## config.mk

```make
export PLATFORM = sky130hd
export DESIGN_NAME = stepper_command_controller_unit
export DESIGN_NICKNAME = d
export VERILOG_FILES = /design/src/rtl/scc_pkg.sv /design/src/rtl/scc_div.sv /design/src/rtl/scc_cfg.sv /design/src/rtl/stepper_command_controller_unit.sv
export SDC_FILE = /design/constraint.sdc
export NUM_CORES = 2
export LEC_CHECK = 0
export BUFFER_PORTS_ARGS = -buffer_cell sky130_fd_sc_hd__buf_2
export CAP_MARGIN = 40
export CORE_MARGIN = 4
export CORE_UTILIZATION = 58
export CTS_CLUSTER_DIAMETER = 50
export DETAILED_ROUTE_END_ITERATION = 10
export GPL_ROUTABILITY_DRIVEN = 1
export PLACE_DENSITY = 0.8
export SYNTH_ARGS = -nofsm -noshare
export SYNTH_HDL_FRONTEND = slang
export SYNTH_HIERARCHICAL = 1
export SYNTH_SLANG_ARGS = --single-unit
export TNS_END_PERCENT = 30
```

## constraint.sdc

```tcl
create_clock -name clk_i -period 9.4 [get_ports clk_i]
set_clock_uncertainty 0.05 [all_clocks]
set_input_delay 0.47 -clock clk_i [delete_from_list [all_inputs] [get_ports clk_i]]
set_output_delay 0.47 -clock clk_i [all_outputs]
set_load 0.005 [all_outputs]
```

## src/rtl/scc_pkg.sv

```systemverilog
// Package: item types, configuration type, codes and constants of the stepper command controller
`default_nettype none
package scc_pkg;

  typedef enum logic [3:0] {
    OP_TICK      = 4'd0,
    OP_KEEPALIVE = 4'd1,
    OP_STATUS    = 4'd2,
    OP_SET       = 4'd3,
    OP_CLR_COUNT = 4'd4,
    OP_STOP      = 4'd5,
    OP_UP        = 4'd6,
    OP_DOWN      = 4'd7,
    OP_REVERSE   = 4'd8,
    OP_STEP      = 4'd9
  } op_e;

  typedef enum logic [2:0] {
    ST_IDLE,
    ST_MUL1,
    ST_CHK1,
    ST_WAIT1,
    ST_MUL2,
    ST_CHK2,
    ST_WAIT2,
    ST_DONE
  } state_e;

  localparam logic [1:0] MODE_STOP = 2'd0;
  localparam logic [1:0] MODE_FWD  = 2'd1;
  localparam logic [1:0] MODE_BACK = 2'd2;

  localparam logic [2:0] REG_SPEED_LIMIT  = 3'd0;
  localparam logic [2:0] REG_PULSES       = 3'd1;
  localparam logic [2:0] REG_PERIOD_BIAS  = 3'd2;
  localparam logic [2:0] REG_COUNT_WRAP   = 3'd3;
  localparam logic [2:0] REG_LINK_TIMEOUT = 3'd4;

  localparam int unsigned CFG_AW = 5;

  localparam logic [13:0] SPEED_MAX_CENTI     = 14'd9999;
  localparam logic [13:0] RST_SPEED_LIMIT     = 14'd9999;
  localparam logic [15:0] RST_PULSES          = 16'd2048;
  localparam logic [15:0] RST_PERIOD_BIAS     = 16'd0;
  localparam logic [31:0] RST_COUNT_WRAP      = 32'hFFFF_FFFF;
  localparam logic [15:0] RST_LINK_TIMEOUT    = 16'd300;
  localparam logic [1:0]  RST_BACK_PHASE      = 2'd3;

  // microseconds per minute times 100, for centi-rpm
  localparam logic [32:0] US_CENTI_PER_MIN = 33'd6000000000;
  localparam logic [5:0]  DIV_STEPS        = 6'd33;

  typedef struct packed {
    logic [3:0] opcode;
    logic [7:0] dir_char;
    logic [7:0] tens_char;
    logic [7:0] ones_char;
    logic [7:0] tenths_char;
    logic [7:0] hundredths_char;
    logic       limit_a;
    logic       limit_b;
  } cmd_t;

  typedef struct packed {
    logic [3:0]  coil_drive;
    logic [1:0]  run_mode;
    logic [13:0] preset_speed_centi;
    logic [31:0] period_us;
    logic [15:0] actual_speed_centi;
    logic [31:0] step_count;
    logic        link_up;
    logic        status_request;
    logic        reverse_request;
  } res_t;

  typedef struct packed {
    logic [13:0] speed_limit_centi;
    logic [15:0] pulses_per_rev;
    logic [15:0] period_bias_us;
    logic [31:0] step_count_wrap;
    logic [15:0] link_timeout_ticks;
  } cfg_t;

  function automatic logic [3:0] digit_of(input logic [7:0] ch);
    logic [3:0] d;
    d = 4'd0;
    if (ch >= 8'h30 && ch <= 8'h39) begin
      d = ch[3:0];
    end
    return d;
  endfunction

endpackage
`default_nettype wire

```

## src/rtl/scc_div.sv

```systemverilog
// Restoring divider: fixed 33-bit dividend by a 48-bit divisor, one quotient bit a cycle
`default_nettype none
module scc_div import scc_pkg::*; (
  input  wire logic        clk_i,
  input  wire logic        rst_ni,
  input  wire logic        start_i,
  input  wire logic [47:0] divisor_i,
  output logic             done_o,
  output logic [32:0]      quotient_o
);

  logic [5:0]  cnt_q, cnt_d;
  logic        done_q, done_d;
  logic [47:0] rem_q, rem_d;
  logic [47:0] div_q, div_d;
  logic [32:0] acc_q, acc_d;
  logic [48:0] shifted;
  logic [48:0] diff;
  logic        ge;

  assign shifted = {rem_q, acc_q[32]};
  assign diff    = shifted - {1'b0, div_q};
  assign ge      = shifted >= {1'b0, div_q};

  always_comb begin
    cnt_d  = cnt_q;
    rem_d  = rem_q;
    div_d  = div_q;
    acc_d  = acc_q;
    done_d = 1'b0;
    if (start_i) begin
      cnt_d = DIV_STEPS;
      rem_d = '0;
      div_d = divisor_i;
      acc_d = US_CENTI_PER_MIN;
    end else if (cnt_q != 6'd0) begin
      rem_d  = ge ? diff[47:0] : shifted[47:0];
      acc_d  = {acc_q[31:0], ge};
      cnt_d  = cnt_q - 6'd1;
      done_d = (cnt_q == 6'd1);
    end
  end

  always_ff @(posedge clk_i or negedge rst_ni) begin
    if (!rst_ni) begin
      cnt_q  <= '0;
      done_q <= 1'b0;
    end else begin
      cnt_q  <= cnt_d;
      done_q <= done_d;
    end
  end

  always_ff @(posedge clk_i) begin
    rem_q <= rem_d;
    div_q <= div_d;
    acc_q <= acc_d;
  end

  assign done_o     = done_q;
  assign quotient_o = acc_q;

endmodule
`default_nettype wire

```

## src/rtl/scc_cfg.sv

```systemverilog
// APB register file holding the controller configuration
`default_nettype none
module scc_cfg import scc_pkg::*; (
  input  wire logic              clk_i,
  input  wire logic              rst_ni,
  input  wire logic              psel,
  input  wire logic              penable,
  input  wire logic              pwrite,
  input  wire logic [CFG_AW-1:0] paddr,
  input  wire logic [31:0]       pwdata,
  output logic [31:0]            prdata,
  output logic                   pready,
  output cfg_t                   cfg_o
);

  cfg_t       cfg_q, cfg_d;
  logic [2:0] idx;
  logic       wr;

  assign idx    = paddr[CFG_AW-1:2];
  assign wr     = psel && penable && pwrite;
  assign pready = 1'b1;

  always_comb begin
    cfg_d = cfg_q;
    if (wr) begin
      case (idx)
        REG_SPEED_LIMIT:  cfg_d.speed_limit_centi  = pwdata[13:0];
        REG_PULSES:       cfg_d.pulses_per_rev     = pwdata[15:0];
        REG_PERIOD_BIAS:  cfg_d.period_bias_us     = pwdata[15:0];
        REG_COUNT_WRAP:   cfg_d.step_count_wrap    = pwdata;
        REG_LINK_TIMEOUT: cfg_d.link_timeout_ticks = pwdata[15:0];
        default: ;
      endcase
    end
  end

  always_comb begin
    case (idx)
      REG_SPEED_LIMIT:  prdata = {18'd0, cfg_q.speed_limit_centi};
      REG_PULSES:       prdata = {16'd0, cfg_q.pulses_per_rev};
      REG_PERIOD_BIAS:  prdata = {16'd0, cfg_q.period_bias_us};
      REG_COUNT_WRAP:   prdata = cfg_q.step_count_wrap;
      REG_LINK_TIMEOUT: prdata = {16'd0, cfg_q.link_timeout_ticks};
      default:          prdata = '0;
    endcase
  end

  always_ff @(posedge clk_i or negedge rst_ni) begin
    if (!rst_ni) begin
      cfg_q.speed_limit_centi  <= RST_SPEED_LIMIT;
      cfg_q.pulses_per_rev     <= RST_PULSES;
      cfg_q.period_bias_us     <= RST_PERIOD_BIAS;
      cfg_q.step_count_wrap    <= RST_COUNT_WRAP;
      cfg_q.link_timeout_ticks <= RST_LINK_TIMEOUT;
    end else begin
      cfg_q <= cfg_d;
    end
  end

  assign cfg_o = cfg_q;

endmodule
`default_nettype wire

```

## src/rtl/stepper_command_controller_unit.sv

```systemverilog
// Top level of the stepper command controller: command decode, sequencer and output register
//
//  channel | direction | handshake           | payload
//  in      | input     | in_valid_i/in_stall_o   | cmd_t  in_data_i
//  out     | output    | out_valid_o/out_stall_i | res_t  out_data_o
//  cfg     | input     | psel/penable/pwrite     | paddr, pwdata, prdata
//
// Commands and non-running ticks pass through the done state to the output register.
// A running tick makes two passes through the shared 33-step restoring divider, each
// behind one pass through the 16x32 multiplier; a zero product skips its divider pass.
// No clearing pass after reset; items are taken from the first cycle.
// The next item is accepted once the sequencer is idle; a stalled result
// waits in the output register.
`default_nettype none
module stepper_command_controller_unit import scc_pkg::*; (
  input  wire logic              clk_i,
  input  wire logic              rst_ni,
  input  wire logic              in_valid_i,
  output logic                   in_stall_o,
  input  wire cmd_t              in_data_i,
  output logic                   out_valid_o,
  input  wire logic              out_stall_i,
  output res_t                   out_data_o,
  input  wire logic              psel,
  input  wire logic              penable,
  input  wire logic              pwrite,
  input  wire logic [CFG_AW-1:0] paddr,
  input  wire logic [31:0]       pwdata,
  output logic [31:0]            prdata,
  output logic                   pready
);

  cfg_t cfg;

  state_e state_q, state_d;

  logic [1:0]  mode_q, mode_d;
  logic [13:0] preset_q, preset_d;
  logic [31:0] period_q, period_d;
  logic [15:0] actual_q, actual_d;
  logic [1:0]  fph_q, fph_d;
  logic [1:0]  bph_q, bph_d;
  logic [3:0]  coil_q, coil_d;
  logic [31:0] cnt_q, cnt_d;
  logic        link_q, link_d;
  logic [15:0] wd_q, wd_d;
  logic        stat_q, stat_d;
  logic        rev_q, rev_d;
  logic [47:0] prod_q, prod_d;
  logic        out_valid_q, out_valid_d;
  res_t        out_data_q, out_data_d;

  logic        accept;
  logic        out_free;
  logic        out_load;
  logic        div_start;
  logic        div_done;
  logic [32:0] quo;
  logic [15:0] wd_dec;
  logic        tick_run;
  logic [13:0] seff;
  logic [31:0] mul_b;
  logic [3:0]  dir_d;
  logic [32:0] cnt_inc;
  logic [33:0] per_sum;

  scc_cfg u_cfg (
    .clk_i   (clk_i),
    .rst_ni  (rst_ni),
    .psel    (psel),
    .penable (penable),
    .pwrite  (pwrite),
    .paddr   (paddr),
    .pwdata  (pwdata),
    .prdata  (prdata),
    .pready  (pready),
    .cfg_o   (cfg)
  );

  scc_div u_div (
    .clk_i      (clk_i),
    .rst_ni     (rst_ni),
    .start_i    (div_start),
    .divisor_i  (prod_q),
    .done_o     (div_done),
    .quotient_o (quo)
  );

  assign accept   = in_valid_i && !in_stall_o;
  assign out_free = !out_valid_q || !out_stall_i;
  assign wd_dec   = wd_q - 16'd1;
  assign tick_run = (mode_q != MODE_STOP) && (wd_dec != 16'd0);
  assign seff     = (preset_q > cfg.speed_limit_centi) ? cfg.speed_limit_centi : preset_q;
  assign mul_b    = (state_q == ST_MUL1) ? {18'd0, seff} : period_q;
  assign dir_d    = digit_of(in_data_i.dir_char);
  assign cnt_inc  = {1'b0, cnt_q} + 33'd1;
  assign per_sum  = {1'b0, quo} + {18'd0, cfg.period_bias_us};

  // next state
  always_comb begin
    state_d = state_q;
    case (state_q)
      ST_IDLE: begin
        if (accept) begin
          state_d = (in_data_i.opcode == OP_TICK && tick_run) ? ST_MUL1 : ST_DONE;
        end
      end
      ST_MUL1:  state_d = ST_CHK1;
      ST_CHK1:  state_d = (prod_q == 48'd0) ? ST_MUL2 : ST_WAIT1;
      ST_WAIT1: state_d = div_done ? ST_MUL2 : ST_WAIT1;
      ST_MUL2:  state_d = ST_CHK2;
      ST_CHK2:  state_d = (prod_q == 48'd0) ? ST_DONE : ST_WAIT2;
      ST_WAIT2: state_d = div_done ? ST_DONE : ST_WAIT2;
      ST_DONE:  state_d = out_free ? ST_IDLE : ST_DONE;
      default:  state_d = ST_IDLE;
    endcase
  end

  // sequencer outputs
  always_comb begin
    in_stall_o = (state_q != ST_IDLE);
    div_start  = (state_q == ST_CHK1 || state_q == ST_CHK2) && (prod_q != 48'd0);
    out_load   = (state_q == ST_DONE) && out_free;
  end

  // controller state update
  always_comb begin
    mode_d   = mode_q;
    preset_d = preset_q;
    period_d = period_q;
    actual_d = actual_q;
    fph_d    = fph_q;
    bph_d    = bph_q;
    coil_d   = coil_q;
    cnt_d    = cnt_q;
    link_d   = link_q;
    wd_d     = wd_q;
    stat_d   = stat_q;
    rev_d    = rev_q;
    prod_d   = prod_q;

    if (accept) begin
      stat_d = 1'b0;
      rev_d  = 1'b0;
      case (in_data_i.opcode)
        OP_TICK: begin
          rev_d = (!in_data_i.limit_a || !in_data_i.limit_b) && (mode_q != MODE_STOP);
          if (wd_dec == 16'd0) begin
            link_d   = 1'b0;
            mode_d   = MODE_STOP;
            coil_d   = '0;
            period_d = '0;
            actual_d = '0;
            preset_d = '0;
            wd_d     = cfg.link_timeout_ticks;
          end else begin
            wd_d = wd_dec;
          end
        end
        OP_KEEPALIVE: begin
          link_d = 1'b1;
          wd_d   = cfg.link_timeout_ticks;
        end
        OP_STATUS: begin
          link_d = 1'b1;
          wd_d   = cfg.link_timeout_ticks;
          stat_d = 1'b1;
        end
        OP_SET: begin
          mode_d   = (dir_d > 4'd2) ? MODE_STOP : dir_d[1:0];
          preset_d = 14'(digit_of(in_data_i.tens_char)) * 14'd1000
                   + 14'(digit_of(in_data_i.ones_char)) * 14'd100
                   + 14'(digit_of(in_data_i.tenths_char)) * 14'd10
                   + 14'(digit_of(in_data_i.hundredths_char));
        end
        OP_CLR_COUNT: cnt_d = '0;
        OP_STOP: begin
          mode_d   = MODE_STOP;
          coil_d   = '0;
          period_d = '0;
          actual_d = '0;
          preset_d = '0;
        end
        OP_UP: begin
          if (preset_q < SPEED_MAX_CENTI) begin
            preset_d = preset_q + 14'd1;
          end
        end
        OP_DOWN: begin
          if (preset_q != 14'd0) begin
            preset_d = preset_q - 14'd1;
          end
        end
        OP_REVERSE: begin
          if (mode_q != MODE_STOP) begin
            mode_d   = (mode_q != MODE_BACK) ? MODE_BACK : MODE_FWD;
            coil_d   = '0;
            period_d = '0;
            actual_d = '0;
          end
        end
        OP_STEP: begin
          if (mode_q == MODE_FWD || mode_q == MODE_BACK) begin
            if (mode_q == MODE_FWD) begin
              coil_d = 4'd1 << fph_q;
              fph_d  = fph_q + 2'd1;
            end else begin
              coil_d = 4'd1 << bph_q;
              bph_d  = bph_q - 2'd1;
            end
            cnt_d = (cnt_inc >= {1'b0, cfg.step_count_wrap}) ? 32'd0 : cnt_inc[31:0];
          end
        end
        default: ;
      endcase
    end

    case (state_q)
      ST_MUL1, ST_MUL2: prod_d = {32'd0, cfg.pulses_per_rev} * {16'd0, mul_b};
      ST_CHK1: begin
        if (prod_q == 48'd0) begin
          period_d = '1;
        end
      end
      ST_WAIT1: begin
        if (div_done) begin
          period_d = (per_sum[33:32] != 2'd0) ? 32'hFFFF_FFFF : per_sum[31:0];
        end
      end
      ST_CHK2: begin
        if (prod_q == 48'd0) begin
          actual_d = '1;
        end
      end
      ST_WAIT2: begin
        if (div_done) begin
          actual_d = (quo[32:16] != 17'd0) ? 16'hFFFF : quo[15:0];
        end
      end
      default: ;
    endcase
  end

  always_comb begin
    out_data_d.coil_drive         = coil_q;
    out_data_d.run_mode           = mode_q;
    out_data_d.preset_speed_centi = preset_q;
    out_data_d.period_us          = period_q;
    out_data_d.actual_speed_centi = actual_q;
    out_data_d.step_count         = cnt_q;
    out_data_d.link_up            = link_q;
    out_data_d.status_request     = stat_q;
    out_data_d.reverse_request    = rev_q;
    out_valid_d = out_load ? 1'b1 : (out_valid_q && out_stall_i);
  end

  always_ff @(posedge clk_i or negedge rst_ni) begin
    if (!rst_ni) begin
      state_q     <= ST_IDLE;
      mode_q      <= MODE_STOP;
      preset_q    <= '0;
      period_q    <= '0;
      actual_q    <= '0;
      fph_q       <= '0;
      bph_q       <= RST_BACK_PHASE;
      coil_q      <= '0;
      cnt_q       <= '0;
      link_q      <= 1'b0;
      wd_q        <= RST_LINK_TIMEOUT;
      stat_q      <= 1'b0;
      rev_q       <= 1'b0;
      out_valid_q <= 1'b0;
    end else begin
      state_q     <= state_d;
      mode_q      <= mode_d;
      preset_q    <= preset_d;
      period_q    <= period_d;
      actual_q    <= actual_d;
      fph_q       <= fph_d;
      bph_q       <= bph_d;
      coil_q      <= coil_d;
      cnt_q       <= cnt_d;
      link_q      <= link_d;
      wd_q        <= wd_d;
      stat_q      <= stat_d;
      rev_q       <= rev_d;
      out_valid_q <= out_valid_d;
    end
  end

  always_ff @(posedge clk_i) begin
    prod_q <= prod_d;
    if (out_load) begin
      out_data_q <= out_data_d;
    end
  end

  assign out_valid_o = out_valid_q;
  assign out_data_o  = out_data_q;

  a_accept_idle: assert property (@(posedge clk_i) disable iff (!rst_ni)
    accept |-> state_q == ST_IDLE)
    else $error("item accepted while sequencer busy");

  a_result_after_done: assert property (@(posedge clk_i) disable iff (!rst_ni)
    $rose(out_valid_q) |-> $past(state_q == ST_DONE))
    else $error("result raised outside the done state");

  a_coil_onehot: assert property (@(posedge clk_i) disable iff (!rst_ni)
    $onehot0(coil_q))
    else $error("more than one coil driven");

  a_div_in_wait: assert property (@(posedge clk_i) disable iff (!rst_ni)
    div_done |-> (state_q == ST_WAIT1 || state_q == ST_WAIT2))
    else $error("divider finished outside a wait state");

endmodule
`default_nettype wire

```

==> summary.md <==
| Metric | Value |
|---|---|
| Outcome | finished clean |
| Hold depth | 2 |
| Final Max Slew Viols | 0 |
| Synth unique cells | 96 |
| Min Tclk post-route | 9060 ps |
| Worst-path clk slew | 60 ps |
| Syn Area/Cell | 9.42 sq um |
| Unrepaired setup endpoints after global routing | false |
| Setup-failing EPs final | 0 |
| Setup Crit Path Kind | reg2reg |
| Hold_sp | pwdata[17] |
| Post-DP HPWL | 91.8 mm |
| Met1 Use GR | 0.402 |
| Remaining antenna violation count | 0 |
| Reg2Reg Setup Slack | 340 ps |
| # port buffers | 224 |
| Effective utilization at floorplan | 0.588 |
| Area share of the largest cell type after synthesis | 0.195 |
| Top cells by area, synth | fa_1 (20%), edfxtp_1 (13%), dfrtp_1 (9.9%) |
| Vias in the first global route | 36.0k |
| Ports | 228 |
| Req. time, crit path | 9680 ps |
| Met2 Usage GRT | 0.455 |
| Die height | 286 microns |
| Total wire length | 121 mm |
| Critical Path AT | 9340 ps |
| Core Rows | 101 |
| XOR/XNOR share of the synthesized area | 0.0336 |
| Slowest stage cell, crit path | dfstp_2 |
| Dominant synthesized flop cell | edfxtp_1 |
| Normalized max-slew margin | 0.240 |
| DR iter-0 viols | 3368 |
| Post-synth EDFFs | 199 |
| Worst path max stage delay | 580 ps |
| CP Launch Type | register |
| Final net count | 5749 |
| Yosys top cell by area | fa_1 |
| Worst hold slack | 27.1 ps |
| Drt drc | 0 |
| CTS tree | yes |
| Cell area after layout | 49300 sq um |
| Crit path top cell by count | fa_1 |
| Fillers | 6087 |
| Crit share post-route | 0.964 |
| CTS root buffer | clkbuf_16 |
| R2R cell count | 33 |
| Post-synthesis compound-gate area fraction | 0.121 |
| Largest net degree at the start of global routing | 139 |
| Final GP Congestion | 0.953 |
| Worst-skew pair later-pin latency | 640 ps |
| Setup TNS | 0 ps |
| Gate Count Post-Synth | 4763 |
| Tightest Pin Transition | 1140 ps |
| Num CTS Buffers | 57 |
| Most common cell in the netlist | inv_1 |
| Total grt overflow | 0 |
| Total GRT Usage | 0.292 |
| Synth Net Count | 5592 |
| Ys Warns | 6 |
| Hold Violations, Final | 0 |
| Asr flop ratio synth | 0.449 |
| Synth cell count leaders | inv_1 (665), nand2_1 (600), fa_1 (438) |
| Adder-cell area share of the yosys netlist | 0.279 |
| Setup crit start | u_cfg/cfg_o[81] |
| Vias per inst | 6.00 |
| Hold Crit Class | in2reg |
| Synth-to-Final Area Change | 9.91% |
| Largest family of logic cells by synthesized area | adder cells |
| M3 GR Usage | 0.0680 |
| CTS sink count | 508 |
| Cell Area, Synth | 44900 sq um |
| Die width | 286 microns |
| Synth Register Bits | 508 |
| Initial antenna violation count | 15 |
| Clock Path Buffers | 3 |
| Worst setup EP type | register |
| Hold endpoint | u_cfg/cfg_o[33] |
| Layout cells sized above 1 | 0.126 |
| Drt pass-1 iters | 9 |
| Wire per inst | 20.2 microns |
| Htree depth | 2 |
| Seq/Total Area, Yosys | 0.298 |
| Critical R2R Launch | u_cfg/cfg_o[81] |
| Mux cell area share after synthesis | 0.0339 |
| Busiest layer in global routing | met2 |
| Max cap viols | 0 |
| Area of the core | 76300 sq um |
| Peak Freq | 110 MHz |
| Die Area | 81900 sq um |
| Worst-path maximum fanout | 16 |
| Worst R2R End | prod_q[42] |
| Simple-Gate Fraction of Synth Area | 0.157 |
| First-pass GRT wire length | 193 mm |
| Vias | 36.1k |
| Post-DP Area | 47200 sq um |
-- cells in the final DEF (no fill, tap or decap), types with 108 or more instances in the layout --
| cell type | n |
|---|---|
| fa_1 | 438 |
| ha_1 | 301 |
| a21oi_1 | 261 |
| and2_1 | 163 |
| edfxtp_1 | 199 |
| nand2_1 | 599 |
| nor2_1 | 218 |
| and3_1 | 108 |
| dfrtp_1 | 177 |
| buf_2 | 224 |
| o21ai_0 | 162 |
| inv_1 | 665 |
| xnor2_1 | 110 |
-- metal layers --
metal,wire length [microns],part of all wire,up-vias
met1,48700,0.40,17600
met2,55200,0.46,1840
met5,0,0,-
met4,4650,0.038,0
met3,12800,0.11,366
li1,-,-,16200
-- worst max-delay path by stage --
stage	endpoint	depth (start not counted)	slack, ps
after global placement	prod_q[42]	31	390
after floorplan	prod_q[42]	32	510
after detailed placement	prod_q[42]	33	330
after CTS	prod_q[42]	33	250
after global routing	prod_q[42]	32	8
final	prod_q[42]	33	340
-- flip-flops by register name, summed over array words and instances, names as in the netlist, 2 cells and up --
name,cells
bph_q,2
prod_q,48
actual_q,16
u_cfg/cfg_o,94
cnt_q,32
period_q,32
u_div/quotient_o,33
mode_q,2
u_div/cnt_q,6
coil_q,4
fph_q,2
preset_q,14
wd_q,16
state_q,3
out_data_o,103
u_div/rem_q,48
u_div/div_q,48
-- critical path: cells and delay by family, from the launching register on --
family	cells	cell delay, ps
fa+ha+maj	8	3770
simple gates	6	1130
compound gates	11	2320
flops	1	580
buf+inv	7	700
mux	1	200
-- final cells by class --
type                            instances  area, sq um  share of cell area
Inverter                              667         2500              0.0508
Timing Repair Buffer                  332         2130              0.0431
Antenna cell                           13         32.5            0.000660
Clock inverter                         36          339             0.00687
Clock buffer                           72         1580              0.0320
Tap cell                             1030         1290              0.0261
Multi-Input combinational cell       3354        28100               0.569
Sequential cell                       508        13400               0.271
-- cells by family after synthesis --
kind of cell / count (synthesis)
and+or+nand+nor: 1456
DFF: 508
muxes: 134
AOI/OAI and AO/OA: 852
adders and majority gates: 739
other: 1
buffers and inverters: 901
xor gates and xnor gates: 172
-- metrics by stage --
step                setup WS, ps   util  instances
global placement             392  0.616       5868
detailed placement           332  0.619       5877
CTS                          251  0.645       5997
floorplan                    511      -       4763
finish                       337  0.646       6012
global route                7.68  0.646       6004
-- what timing repair did --
action,in CTS,in global routing
hold buffers,12,0
setup buffers,0,1
resized for setup,0,5
endpoints found under the setup margin,0,7
hold endpoints to repair,87,0
Power is left out: the tool's default activity adds up to more than one toggle a clock period on the data nets, which glitch-free logic cannot reach.
